[src/rtl/opr_pkg.sv]
// Shared types, widths and state codes of the optimal page replacement core.
package opr_pkg;

  localparam int PAGE_W          = 16;
  localparam int REF_IDX_W       = 6;
  localparam int VICTIM_W        = 3;
  localparam int COUNT_W         = 7;
  localparam int CFG_W           = 4;
  localparam int FRAME_COUNT_RST = 4;

  typedef struct packed {
    logic [PAGE_W-1:0] page;
    logic              last_ref;
  } in_item_t;

  typedef struct packed {
    logic [REF_IDX_W-1:0] ref_index;
    logic [PAGE_W-1:0]    page_res;
    logic                 hit;
    logic [VICTIM_W-1:0]  victim_frame;
    logic                 evicted_valid;
    logic [PAGE_W-1:0]    evicted_page;
    logic [COUNT_W-1:0]   hit_count;
    logic [COUNT_W-1:0]   miss_count;
    logic                 last_result;
  } out_item_t;

  typedef enum logic [2:0] {
    ST_LOAD,
    ST_FETCH,
    ST_LATCH,
    ST_DECIDE,
    ST_SCAN
  } opr_state_t;

  typedef struct packed {
    logic load;
    logic start_replay;
    logic fetch;
    logic latch;
    logic scan_init;
    logic scan_step;
    logic commit;
  } opr_cmd_t;

  typedef struct packed {
    logic hit;
    logic fill;
    logic scan_done;
    logic last;
  } opr_status_t;

endpackage

[src/rtl/opr_ctrl.sv]
// Sequencer for loading the reference string and replaying it one reference at a time.
module opr_ctrl import opr_pkg::*; (
  input  logic        clk,
  input  logic        rst_n,
  input  logic        start,
  input  logic        last_ref,
  input  opr_status_t status,
  output opr_cmd_t    cmd,
  output logic        busy,
  output logic        out_valid
);

  opr_state_t state_r, state_nxt;
  logic       out_valid_r, out_valid_nxt;

  always_ff @(posedge clk) begin
    if (!rst_n) begin
      state_r     <= ST_LOAD;
      out_valid_r <= 1'b0;
    end else begin
      state_r     <= state_nxt;
      out_valid_r <= out_valid_nxt;
    end
  end

  always_comb begin
    cmd           = '0;
    state_nxt     = state_r;
    out_valid_nxt = 1'b0;
    case (state_r)
      ST_LOAD: begin
        if (start) begin
          cmd.load = 1'b1;
          if (last_ref) begin
            cmd.start_replay = 1'b1;
            state_nxt        = ST_FETCH;
          end
        end
      end
      ST_FETCH: begin
        cmd.fetch = 1'b1;
        state_nxt = ST_LATCH;
      end
      ST_LATCH: begin
        cmd.latch = 1'b1;
        state_nxt = ST_DECIDE;
      end
      ST_DECIDE: begin
        if (status.hit || status.fill) begin
          cmd.commit    = 1'b1;
          out_valid_nxt = 1'b1;
          state_nxt     = status.last ? ST_LOAD : ST_FETCH;
        end else begin
          cmd.scan_init = 1'b1;
          state_nxt     = ST_SCAN;
        end
      end
      ST_SCAN: begin
        if (status.scan_done) begin
          cmd.commit    = 1'b1;
          out_valid_nxt = 1'b1;
          state_nxt     = status.last ? ST_LOAD : ST_FETCH;
        end else begin
          cmd.scan_step = 1'b1;
        end
      end
      default: begin
        state_nxt = ST_LOAD;
      end
    endcase
  end

  assign busy      = (state_r != ST_LOAD);
  assign out_valid = out_valid_r;

endmodule

[src/rtl/opr_dpath.sv]
// Reference memory, frame table, forward-use scan and result register.
module opr_dpath import opr_pkg::*; #(
  parameter int REF_MAX    = 64,
  parameter int FRAMES_MAX = 8
) (
  input  logic             clk,
  input  logic             rst_n,
  input  in_item_t         in_data,
  input  logic             cfg_valid,
  input  logic [CFG_W-1:0] cfg_data,
  input  opr_cmd_t         cmd,
  output opr_status_t      status,
  output out_item_t        out_data
);

  localparam int AW  = $clog2(REF_MAX);
  localparam int IW  = $clog2(REF_MAX + 1);
  localparam int FW  = (FRAMES_MAX > 1) ? $clog2(FRAMES_MAX) : 1;
  localparam int NFW = $clog2(FRAMES_MAX + 1);

  logic [PAGE_W-1:0]     ref_mem [REF_MAX];
  logic [PAGE_W-1:0]     rd_data_r;
  logic                  rd_en;
  logic [AW-1:0]         rd_addr;
  logic                  store_en;

  logic [IW-1:0]         cnt_r, cnt_nxt;
  logic [IW-1:0]         idx_r, idx_nxt;
  logic [IW-1:0]         scan_k_r, scan_k_nxt;
  logic [CFG_W-1:0]      fc_r, fc_nxt;
  logic [NFW-1:0]        nf_r, nf_nxt;
  logic [PAGE_W-1:0]     cur_page_r, cur_page_nxt;
  logic [PAGE_W-1:0]     frame_page_r [FRAMES_MAX];
  logic [FRAMES_MAX-1:0] fvalid_r, fvalid_nxt;
  logic [FRAMES_MAX-1:0] found_r, found_nxt;
  logic [FW-1:0]         last_found_r, last_found_nxt;
  logic                  rd_pend_r, rd_pend_nxt;
  logic [COUNT_W-1:0]    hits_r, hits_nxt;
  logic [COUNT_W-1:0]    misses_r, misses_nxt;
  out_item_t             res_r, res_nxt;

  logic                  hit_c;
  logic                  fill_c;
  logic                  last_c;
  logic                  all_found_c;
  logic                  never_any_c;
  logic [FW-1:0]         never_idx_c;
  logic [FW-1:0]         victim_c;
  logic                  ev_valid_c;

  // Frame status: hit test and lowest frame that is empty or has no further use.
  always_comb begin
    hit_c       = 1'b0;
    all_found_c = 1'b1;
    never_any_c = 1'b0;
    never_idx_c = '0;
    for (int j = FRAMES_MAX - 1; j >= 0; j--) begin
      if (j < int'(nf_r)) begin
        if (fvalid_r[j] && frame_page_r[j] == cur_page_r) hit_c = 1'b1;
        if (!fvalid_r[j] || !found_r[j]) begin
          never_any_c = 1'b1;
          never_idx_c = FW'(j);
        end
        if (fvalid_r[j] && !found_r[j]) all_found_c = 1'b0;
      end
    end
  end

  assign fill_c = (32'(idx_r) < 32'(nf_r));
  assign last_c = ((idx_r + IW'(1)) == cnt_r);
  // The frame matched last in the scan has the farthest next use.
  assign victim_c   = fill_c ? FW'(idx_r) : (never_any_c ? never_idx_c : last_found_r);
  assign ev_valid_c = !hit_c && fvalid_r[victim_c];

  assign status.hit       = hit_c;
  assign status.fill      = fill_c;
  assign status.last      = last_c;
  assign status.scan_done = all_found_c || ((scan_k_r >= cnt_r) && !rd_pend_r);

  // Reference memory: one write port, one registered read port.
  assign store_en = cmd.load && (cnt_r < IW'(REF_MAX));

  always_comb begin
    rd_en   = 1'b0;
    rd_addr = idx_r[AW-1:0];
    if (cmd.fetch) begin
      rd_en = 1'b1;
    end else if (cmd.scan_step && (scan_k_r < cnt_r)) begin
      rd_en   = 1'b1;
      rd_addr = scan_k_r[AW-1:0];
    end
  end

  always_ff @(posedge clk) begin
    if (store_en) ref_mem[cnt_r[AW-1:0]] <= in_data.page;
    if (rd_en) rd_data_r <= ref_mem[rd_addr];
  end

  always_ff @(posedge clk) begin
    if (cmd.commit && !hit_c) frame_page_r[victim_c] <= cur_page_r;
  end

  always_comb begin
    cnt_nxt        = cnt_r;
    idx_nxt        = idx_r;
    scan_k_nxt     = scan_k_r;
    fc_nxt         = fc_r;
    nf_nxt         = nf_r;
    cur_page_nxt   = cur_page_r;
    fvalid_nxt     = fvalid_r;
    found_nxt      = found_r;
    last_found_nxt = last_found_r;
    rd_pend_nxt    = rd_pend_r;
    hits_nxt       = hits_r;
    misses_nxt     = misses_r;
    res_nxt        = res_r;

    if (cfg_valid) fc_nxt = cfg_data;

    if (store_en) cnt_nxt = cnt_r + IW'(1);

    if (cmd.start_replay) begin
      if (fc_r == '0) begin
        nf_nxt = NFW'(1);
      end else if (32'(fc_r) > 32'(FRAMES_MAX)) begin
        nf_nxt = NFW'(FRAMES_MAX);
      end else begin
        nf_nxt = NFW'(fc_r);
      end
      fvalid_nxt = '0;
      hits_nxt   = '0;
      misses_nxt = '0;
      idx_nxt    = '0;
    end

    if (cmd.latch) cur_page_nxt = rd_data_r;

    if (cmd.scan_init) begin
      scan_k_nxt     = idx_r + IW'(1);
      found_nxt      = '0;
      last_found_nxt = '0;
      rd_pend_nxt    = 1'b0;
    end

    if (cmd.scan_step) begin
      rd_pend_nxt = (scan_k_r < cnt_r);
      if (scan_k_r < cnt_r) scan_k_nxt = scan_k_r + IW'(1);
      // Mark each frame at the first later word that holds its page.
      if (rd_pend_r) begin
        for (int j = 0; j < FRAMES_MAX; j++) begin
          if (j < int'(nf_r) && fvalid_r[j] && !found_r[j] &&
              frame_page_r[j] == rd_data_r) begin
            found_nxt[j]   = 1'b1;
            last_found_nxt = FW'(j);
          end
        end
      end
    end

    if (cmd.commit) begin
      res_nxt.ref_index     = REF_IDX_W'(idx_r);
      res_nxt.page_res      = cur_page_r;
      res_nxt.hit           = hit_c;
      res_nxt.victim_frame  = hit_c ? '0 : VICTIM_W'(victim_c);
      res_nxt.evicted_valid = ev_valid_c;
      res_nxt.evicted_page  = ev_valid_c ? frame_page_r[victim_c] : '0;
      res_nxt.last_result   = last_c;
      if (hit_c) begin
        hits_nxt = hits_r + COUNT_W'(1);
      end else begin
        misses_nxt           = misses_r + COUNT_W'(1);
        fvalid_nxt[victim_c] = 1'b1;
      end
      res_nxt.hit_count  = hits_nxt;
      res_nxt.miss_count = misses_nxt;
      idx_nxt            = idx_r + IW'(1);
      rd_pend_nxt        = 1'b0;
      if (last_c) cnt_nxt = '0;
    end
  end

  always_ff @(posedge clk) begin
    if (!rst_n) begin
      cnt_r     <= '0;
      fc_r      <= CFG_W'(FRAME_COUNT_RST);
      fvalid_r  <= '0;
      found_r   <= '0;
      rd_pend_r <= 1'b0;
      hits_r    <= '0;
      misses_r  <= '0;
    end else begin
      cnt_r     <= cnt_nxt;
      fc_r      <= fc_nxt;
      fvalid_r  <= fvalid_nxt;
      found_r   <= found_nxt;
      rd_pend_r <= rd_pend_nxt;
      hits_r    <= hits_nxt;
      misses_r  <= misses_nxt;
    end
  end

  always_ff @(posedge clk) begin
    idx_r        <= idx_nxt;
    scan_k_r     <= scan_k_nxt;
    nf_r         <= nf_nxt;
    cur_page_r   <= cur_page_nxt;
    last_found_r <= last_found_nxt;
    res_r        <= res_nxt;
  end

  assign out_data = res_r;

endmodule

[src/rtl/optimal_page_replacement_core.sv]
// Top level of the optimal (farthest next use) page replacement core.
//
//   channel  | handshake               | word
//   ---------+-------------------------+------------------------------
//   input    | start / busy            | in_data  (page, last_ref)
//   result   | out_valid strobe        | out_data (one per reference)
//   config   | cfg_valid / cfg_ready   | cfg_data (frame_count)
//
// Loading takes one word per cycle; busy stays low until the word marked last_ref.
// Replay: each reference passes through fetch, latch and decide; on an eviction a
// forward scan follows, one future reference read per cycle from the single read
// port of the reference memory. Results go out one per reference.
// Reset clears counts, frame valid bits and state; no clearing pass.
// Results cannot be held off by the receiver.
module optimal_page_replacement_core import opr_pkg::*; #(
  parameter int REF_MAX    = 64,
  parameter int FRAMES_MAX = 8
) (
  input  logic             clk,
  input  logic             rst_n,
  input  logic             start,
  output logic             busy,
  input  in_item_t         in_data,
  output logic             out_valid,
  output out_item_t        out_data,
  input  logic             cfg_valid,
  output logic             cfg_ready,
  input  logic [CFG_W-1:0] cfg_data
);

  opr_cmd_t    cmd;
  opr_status_t status;

  assign cfg_ready = 1'b1;

  opr_ctrl u_ctrl (
    .clk       (clk),
    .rst_n     (rst_n),
    .start     (start),
    .last_ref  (in_data.last_ref),
    .status    (status),
    .cmd       (cmd),
    .busy      (busy),
    .out_valid (out_valid)
  );

  opr_dpath #(
    .REF_MAX    (REF_MAX),
    .FRAMES_MAX (FRAMES_MAX)
  ) u_dpath (
    .clk       (clk),
    .rst_n     (rst_n),
    .in_data   (in_data),
    .cfg_valid (cfg_valid),
    .cfg_data  (cfg_data),
    .cmd       (cmd),
    .status    (status),
    .out_data  (out_data)
  );

endmodule

[config.mk]
export PLATFORM = sky130hd
export DESIGN_NAME = optimal_page_replacement_core
export DESIGN_NICKNAME = d
export VERILOG_FILES = /design/src/rtl/opr_pkg.sv /design/src/rtl/opr_ctrl.sv /design/src/rtl/opr_dpath.sv /design/src/rtl/optimal_page_replacement_core.sv
export SDC_FILE = /design/constraint.sdc
export NUM_CORES = 2
export LEC_CHECK = 0
export ABC_AREA = 1
export BUFFER_PORTS_ARGS = -buffer_cell sky130_fd_sc_hd__buf_2
export CAP_MARGIN = 20
export CORE_ASPECT_RATIO = 1.75
export CORE_MARGIN = 3
export CORE_UTILIZATION = 55
export DETAILED_ROUTE_END_ITERATION = 6
export PLACE_DENSITY = 0.71
export SLEW_MARGIN = 20
export SYNTH_ARGS = -nofsm -noshare
export SYNTH_HDL_FRONTEND = slang
export SYNTH_HIERARCHICAL = 1
export SYNTH_SLANG_ARGS = --single-unit
[constraint.sdc]
create_clock -name clk -period 6.2 [get_ports clk]
set_clock_uncertainty 0.1 [all_clocks]
set_input_delay 0.31 -clock clk [delete_from_list [all_inputs] [get_ports clk]]
set_output_delay 0.31 -clock clk [all_outputs]
set_load 0.05 [all_outputs]
==> flow_summary.toml <==
[worst_setup_path]
critical_path_class = "reg2reg"
critical_path_arrival_ps = 5970
worstPathRequired_ps = 6560
delay_of_the_slowest_critical_path_stage_ps = 490
crit_chain = "inv_1 -> ha_1 -> nand2_1 -> inv_2 -> nand2_1 -> nand2_1 -> a21oi_2 -> inv_1 -> a41oi_1 -> o21ai_0 -> nand3b_1 -> inv_1 -> nand4_2 -> nand2_4 -> buf_4 -> buf_12 -> nand3b_1 -> nand3_1 -> nand3_1 -> nand3_1 -> nand3_1 -> nand3_1 -> nand2_1"
critical_path.most_common_cell = "nand3_1"
master_of_the_slowest_instance_on_the_critical_path = "dfxtp_1"
endpoint_kind = "register"
worst_setup_path_start_kind = "register"
r2r.worst_path.cells = 23
crit_fanout = 69

[grt]
grt-ovfl-total = 0
groute.usage.overall = 0.3571
largest_net_degree_at_the_start_of_global_routing = 172
antenna_found_initial = 6
grt_pass1_vias = 44940
grt_pass1_wl_mm = 302.1

[layout]
post-route-cell-area_um2 = 68140
post_route_cells_drive_above_1_share = 0.08711
area_growth_pct = 10.36
most_frequent_standard_cell_in_the_layout_excluding_fill_and_tap_cells = "edfxtp_1"
final_net_count = 6141
count_of_filler_cells_inserted_in_the_layout = 9160
layout.cells.most_common_list = "edfxtp_1 (1,253), nand2_1 (1,179), nand3_1 (1,133)"

[placement]
post_dp_cell_area_um2 = 64050
globalplace.congestion = 1.085
port_buffers = 84
hpwl_mm = 134.7

[timing]
max_slew.worst_pin.slew_ps = 1210
max_freq_mhz = 178.0
period_share = 0.9059
setup_total_negative_slack_ps = 0
max_slew_margin = 0.1912
fin_crit_ps = 5617
rsz0062_at_grt = "false"
final_hold_viol_count = 0
final-max-slew-violation-count = 0
finalSetupViolations = 0

[routing]
average_via_count_per_standard_cell = 6.006
detailedRoute.firstIterationViolations = 5818
drt.antenna.violating_nets = 0
met2_wire_len_mm = 101.9
drt_first_pass_iters = 7
number_of_remaining_drc_errors = 0
detail_route.wirelength_mm = 207.3
vias = 46150
detail_route.wirelength.met1_mm = 67.55
met3_wirelength_mm = 16.50
top_signal_layer_used = "met4"
wl_per_cell_um = 26.98

[yosys]
synth.largest_area_cell = "edfxtp_1"
postSynthNetCount = 6075
synth_top_cell_area_share = 0.6094
synth-seq-area-share = 0.6275
postSynth.asyncResetShare = 0
synth_enable_flop_cells = 1253
syn_area_per_cell_um2 = 10.23
synth_cell_type_count = 55
synth.yosys.warnings = 6
yosys-top-cells-area = "edfxtp_1 (61%), nand3_1 (9.2%), nand2_1 (7.2%), inv_1 (5.0%), nand3b_1 (4.9%)"
syn_inst = 6035
synth-seq-cells = 1309
synth.cell_area_um2 = 61750
dominantRegCellSynth = "edfxtp_1"

[pwr]
vdd_ir_drop_max_mv = 0.2473
p_leak_nw = 27.03
power_density_nw_per_um2 = 285.6

[worst_hold_path]
holdCritPathClass = "in2reg"
worstHoldPathCells = 2

[die]
floorplan.initialDensity = 0.5539
design.die.area_um2 = 116500
die-height_um = 449.2
core.rowCount = 162
die-width_um = 259.3
boundaryPins = 86
floorplan.core_area_um2 = 111500

[clock_network]
htreeDepth = 3
ctsResizeCount = 0
tritoncts = "built"
clock_insertion_delay_worst_skew_ps = 760
cts_post_setup_buffers_inserted = 0
cts.sink_count = 1309
clk_root_buffer_cell = "clkbuf_16"
cts_buffer_depth = 3
tritoncts.num_buffers = 114
clkTransAtPathRegs_ps = 70

[job]
drv_cap = 0

[outcome]
result_of_the_run = "finished clean"
## final timing paths
path,to,slack [ps],startpoint
min reg2reg,u_dpath/fvalid_r[2],400,u_dpath/fvalid_r[2]
max reg2reg,u_dpath/rd_data_r[2],580,u_dpath/cnt_r[5]
max,u_dpath/rd_data_r[2],580,u_dpath/cnt_r[5]
min,u_dpath/ref_mem[14][6],160,in_data[7]
## cells in the mapped netlist, types with 4 or more instances
master,count
a21oi_1,34
and3_1,4
buf_1,21
buf_2,197
buf_4,37
buf_6,5
clkbuf_1,79
dfxtp_1,56
edfxtp_1,1253
ha_1,15
inv_1,819
inv_2,17
nand2_1,1181
nand2_2,14
nand2_4,4
nand3_1,1133
nand3_2,6
nand3b_1,399
nand4_1,80
nor2_1,270
nor2_4,16
nor3_1,44
nor4_1,24
o2111ai_1,5
o211ai_1,9
o21a_1,4
o21ai_0,75
o21ai_1,24
o22ai_1,19
or2_2,8
xnor2_1,57
xor2_1,89
## sequential cells by signal (all words and copies together) (netlist names)
register,flops
u_dpath/ref_mem,1024
u_dpath/frame_page_r,128
u_dpath/out_data,58
u_dpath/cur_page_r,16
u_dpath/rd_data_r,16
u_dpath/found_r,8
u_dpath/fvalid_r,8
u_dpath/cnt_r,7
u_dpath/hits_r,7
u_dpath/idx_r,7
u_dpath/misses_r,7
u_dpath/scan_k_r,7
u_dpath/fc_r,4
u_dpath/nf_r,4
u_ctrl/state_r,3
u_dpath/last_found_r,3
u_ctrl/out_valid,1
u_dpath/rd_pend_r,1
## per-layer routing
metal | vias to the layer above | GRT usage
met2 | 2492 | 0.5936
met5 | - | 0
met1 | 22310 | 0.3869
met3 | 771 | 0.07701
met4 | 0 | 0.3011
li1 | 20580 | -
## per-stage QoR
step           worst slack, ps  instances  total power [W]  utilization  hold WS (ps)
2_1_floorplan             2223       6035          0.01130            -         308.9
3_3_place_gp             859.7       7442          0.01218       0.5745         383.6
3_5_place_dp             742.0       7442          0.01220       0.5745         383.6
4_1_cts                  752.6       7671          0.01948       0.6101         131.6
5_1_grt                  219.2       7676          0.02002       0.6111         174.6
6_report                 583.2       7684          0.01946       0.6112         156.6
## where the power goes
group	switching (W)	internal [W]	total, W
registers	0.000156	0.00981	0.00996
logic	0.00156	0.000568	0.00213
clock network	0.00327	0.00410	0.00737
total	0.00498	0.0145	0.0195
## final cells by class
cell class                 instances  area (um2)  share of cell area
antenna                            9       22.52           0.0003305
clock buffer                     139        3030             0.04447
clock inverter                    75       789.5             0.01159
inverter                         842        3174             0.04658
multi-input combinational       3544       18260              0.2679
sequential                      1309       38750              0.5686
tap                             1476        1847             0.02710
timing repair buffer             290        2273             0.03336
## worst max-delay path: cells and delay by family (launching register included)
kind                     cells  cell delay (ps)
AO/OA/AOI/OAI                3              440
buffers and inverters        6             1360
AND/OR/NAND/NOR             13             2480
flip-flops                   1              490
adder cells (fa/ha/maj)      1              330
## cell families (layout without fill, tap and decap cells)
kind of cell / after synthesis / in the layout / share of synthesized area
simple gates: 3196 / 3196 / 0.2521
flops: 1309 / 1309 / 0.6275
buf+inv: 1182 / 1346 / 0.07913
compound gates: 186 / 186 / 0.01745
xor+xnor: 146 / 146 / 0.02071
fa+ha+maj: 15 / 15 / 0.003040
other cells: 1 / 10 / 0.00006073
## timing repair
action                                  in CTS  in global routing
endpoints found under the setup margin       0                  0
hold buffers                                15                  0
hold endpoints to repair                    11                  0
No activity file was read; power rests on OpenSTA's default activity.
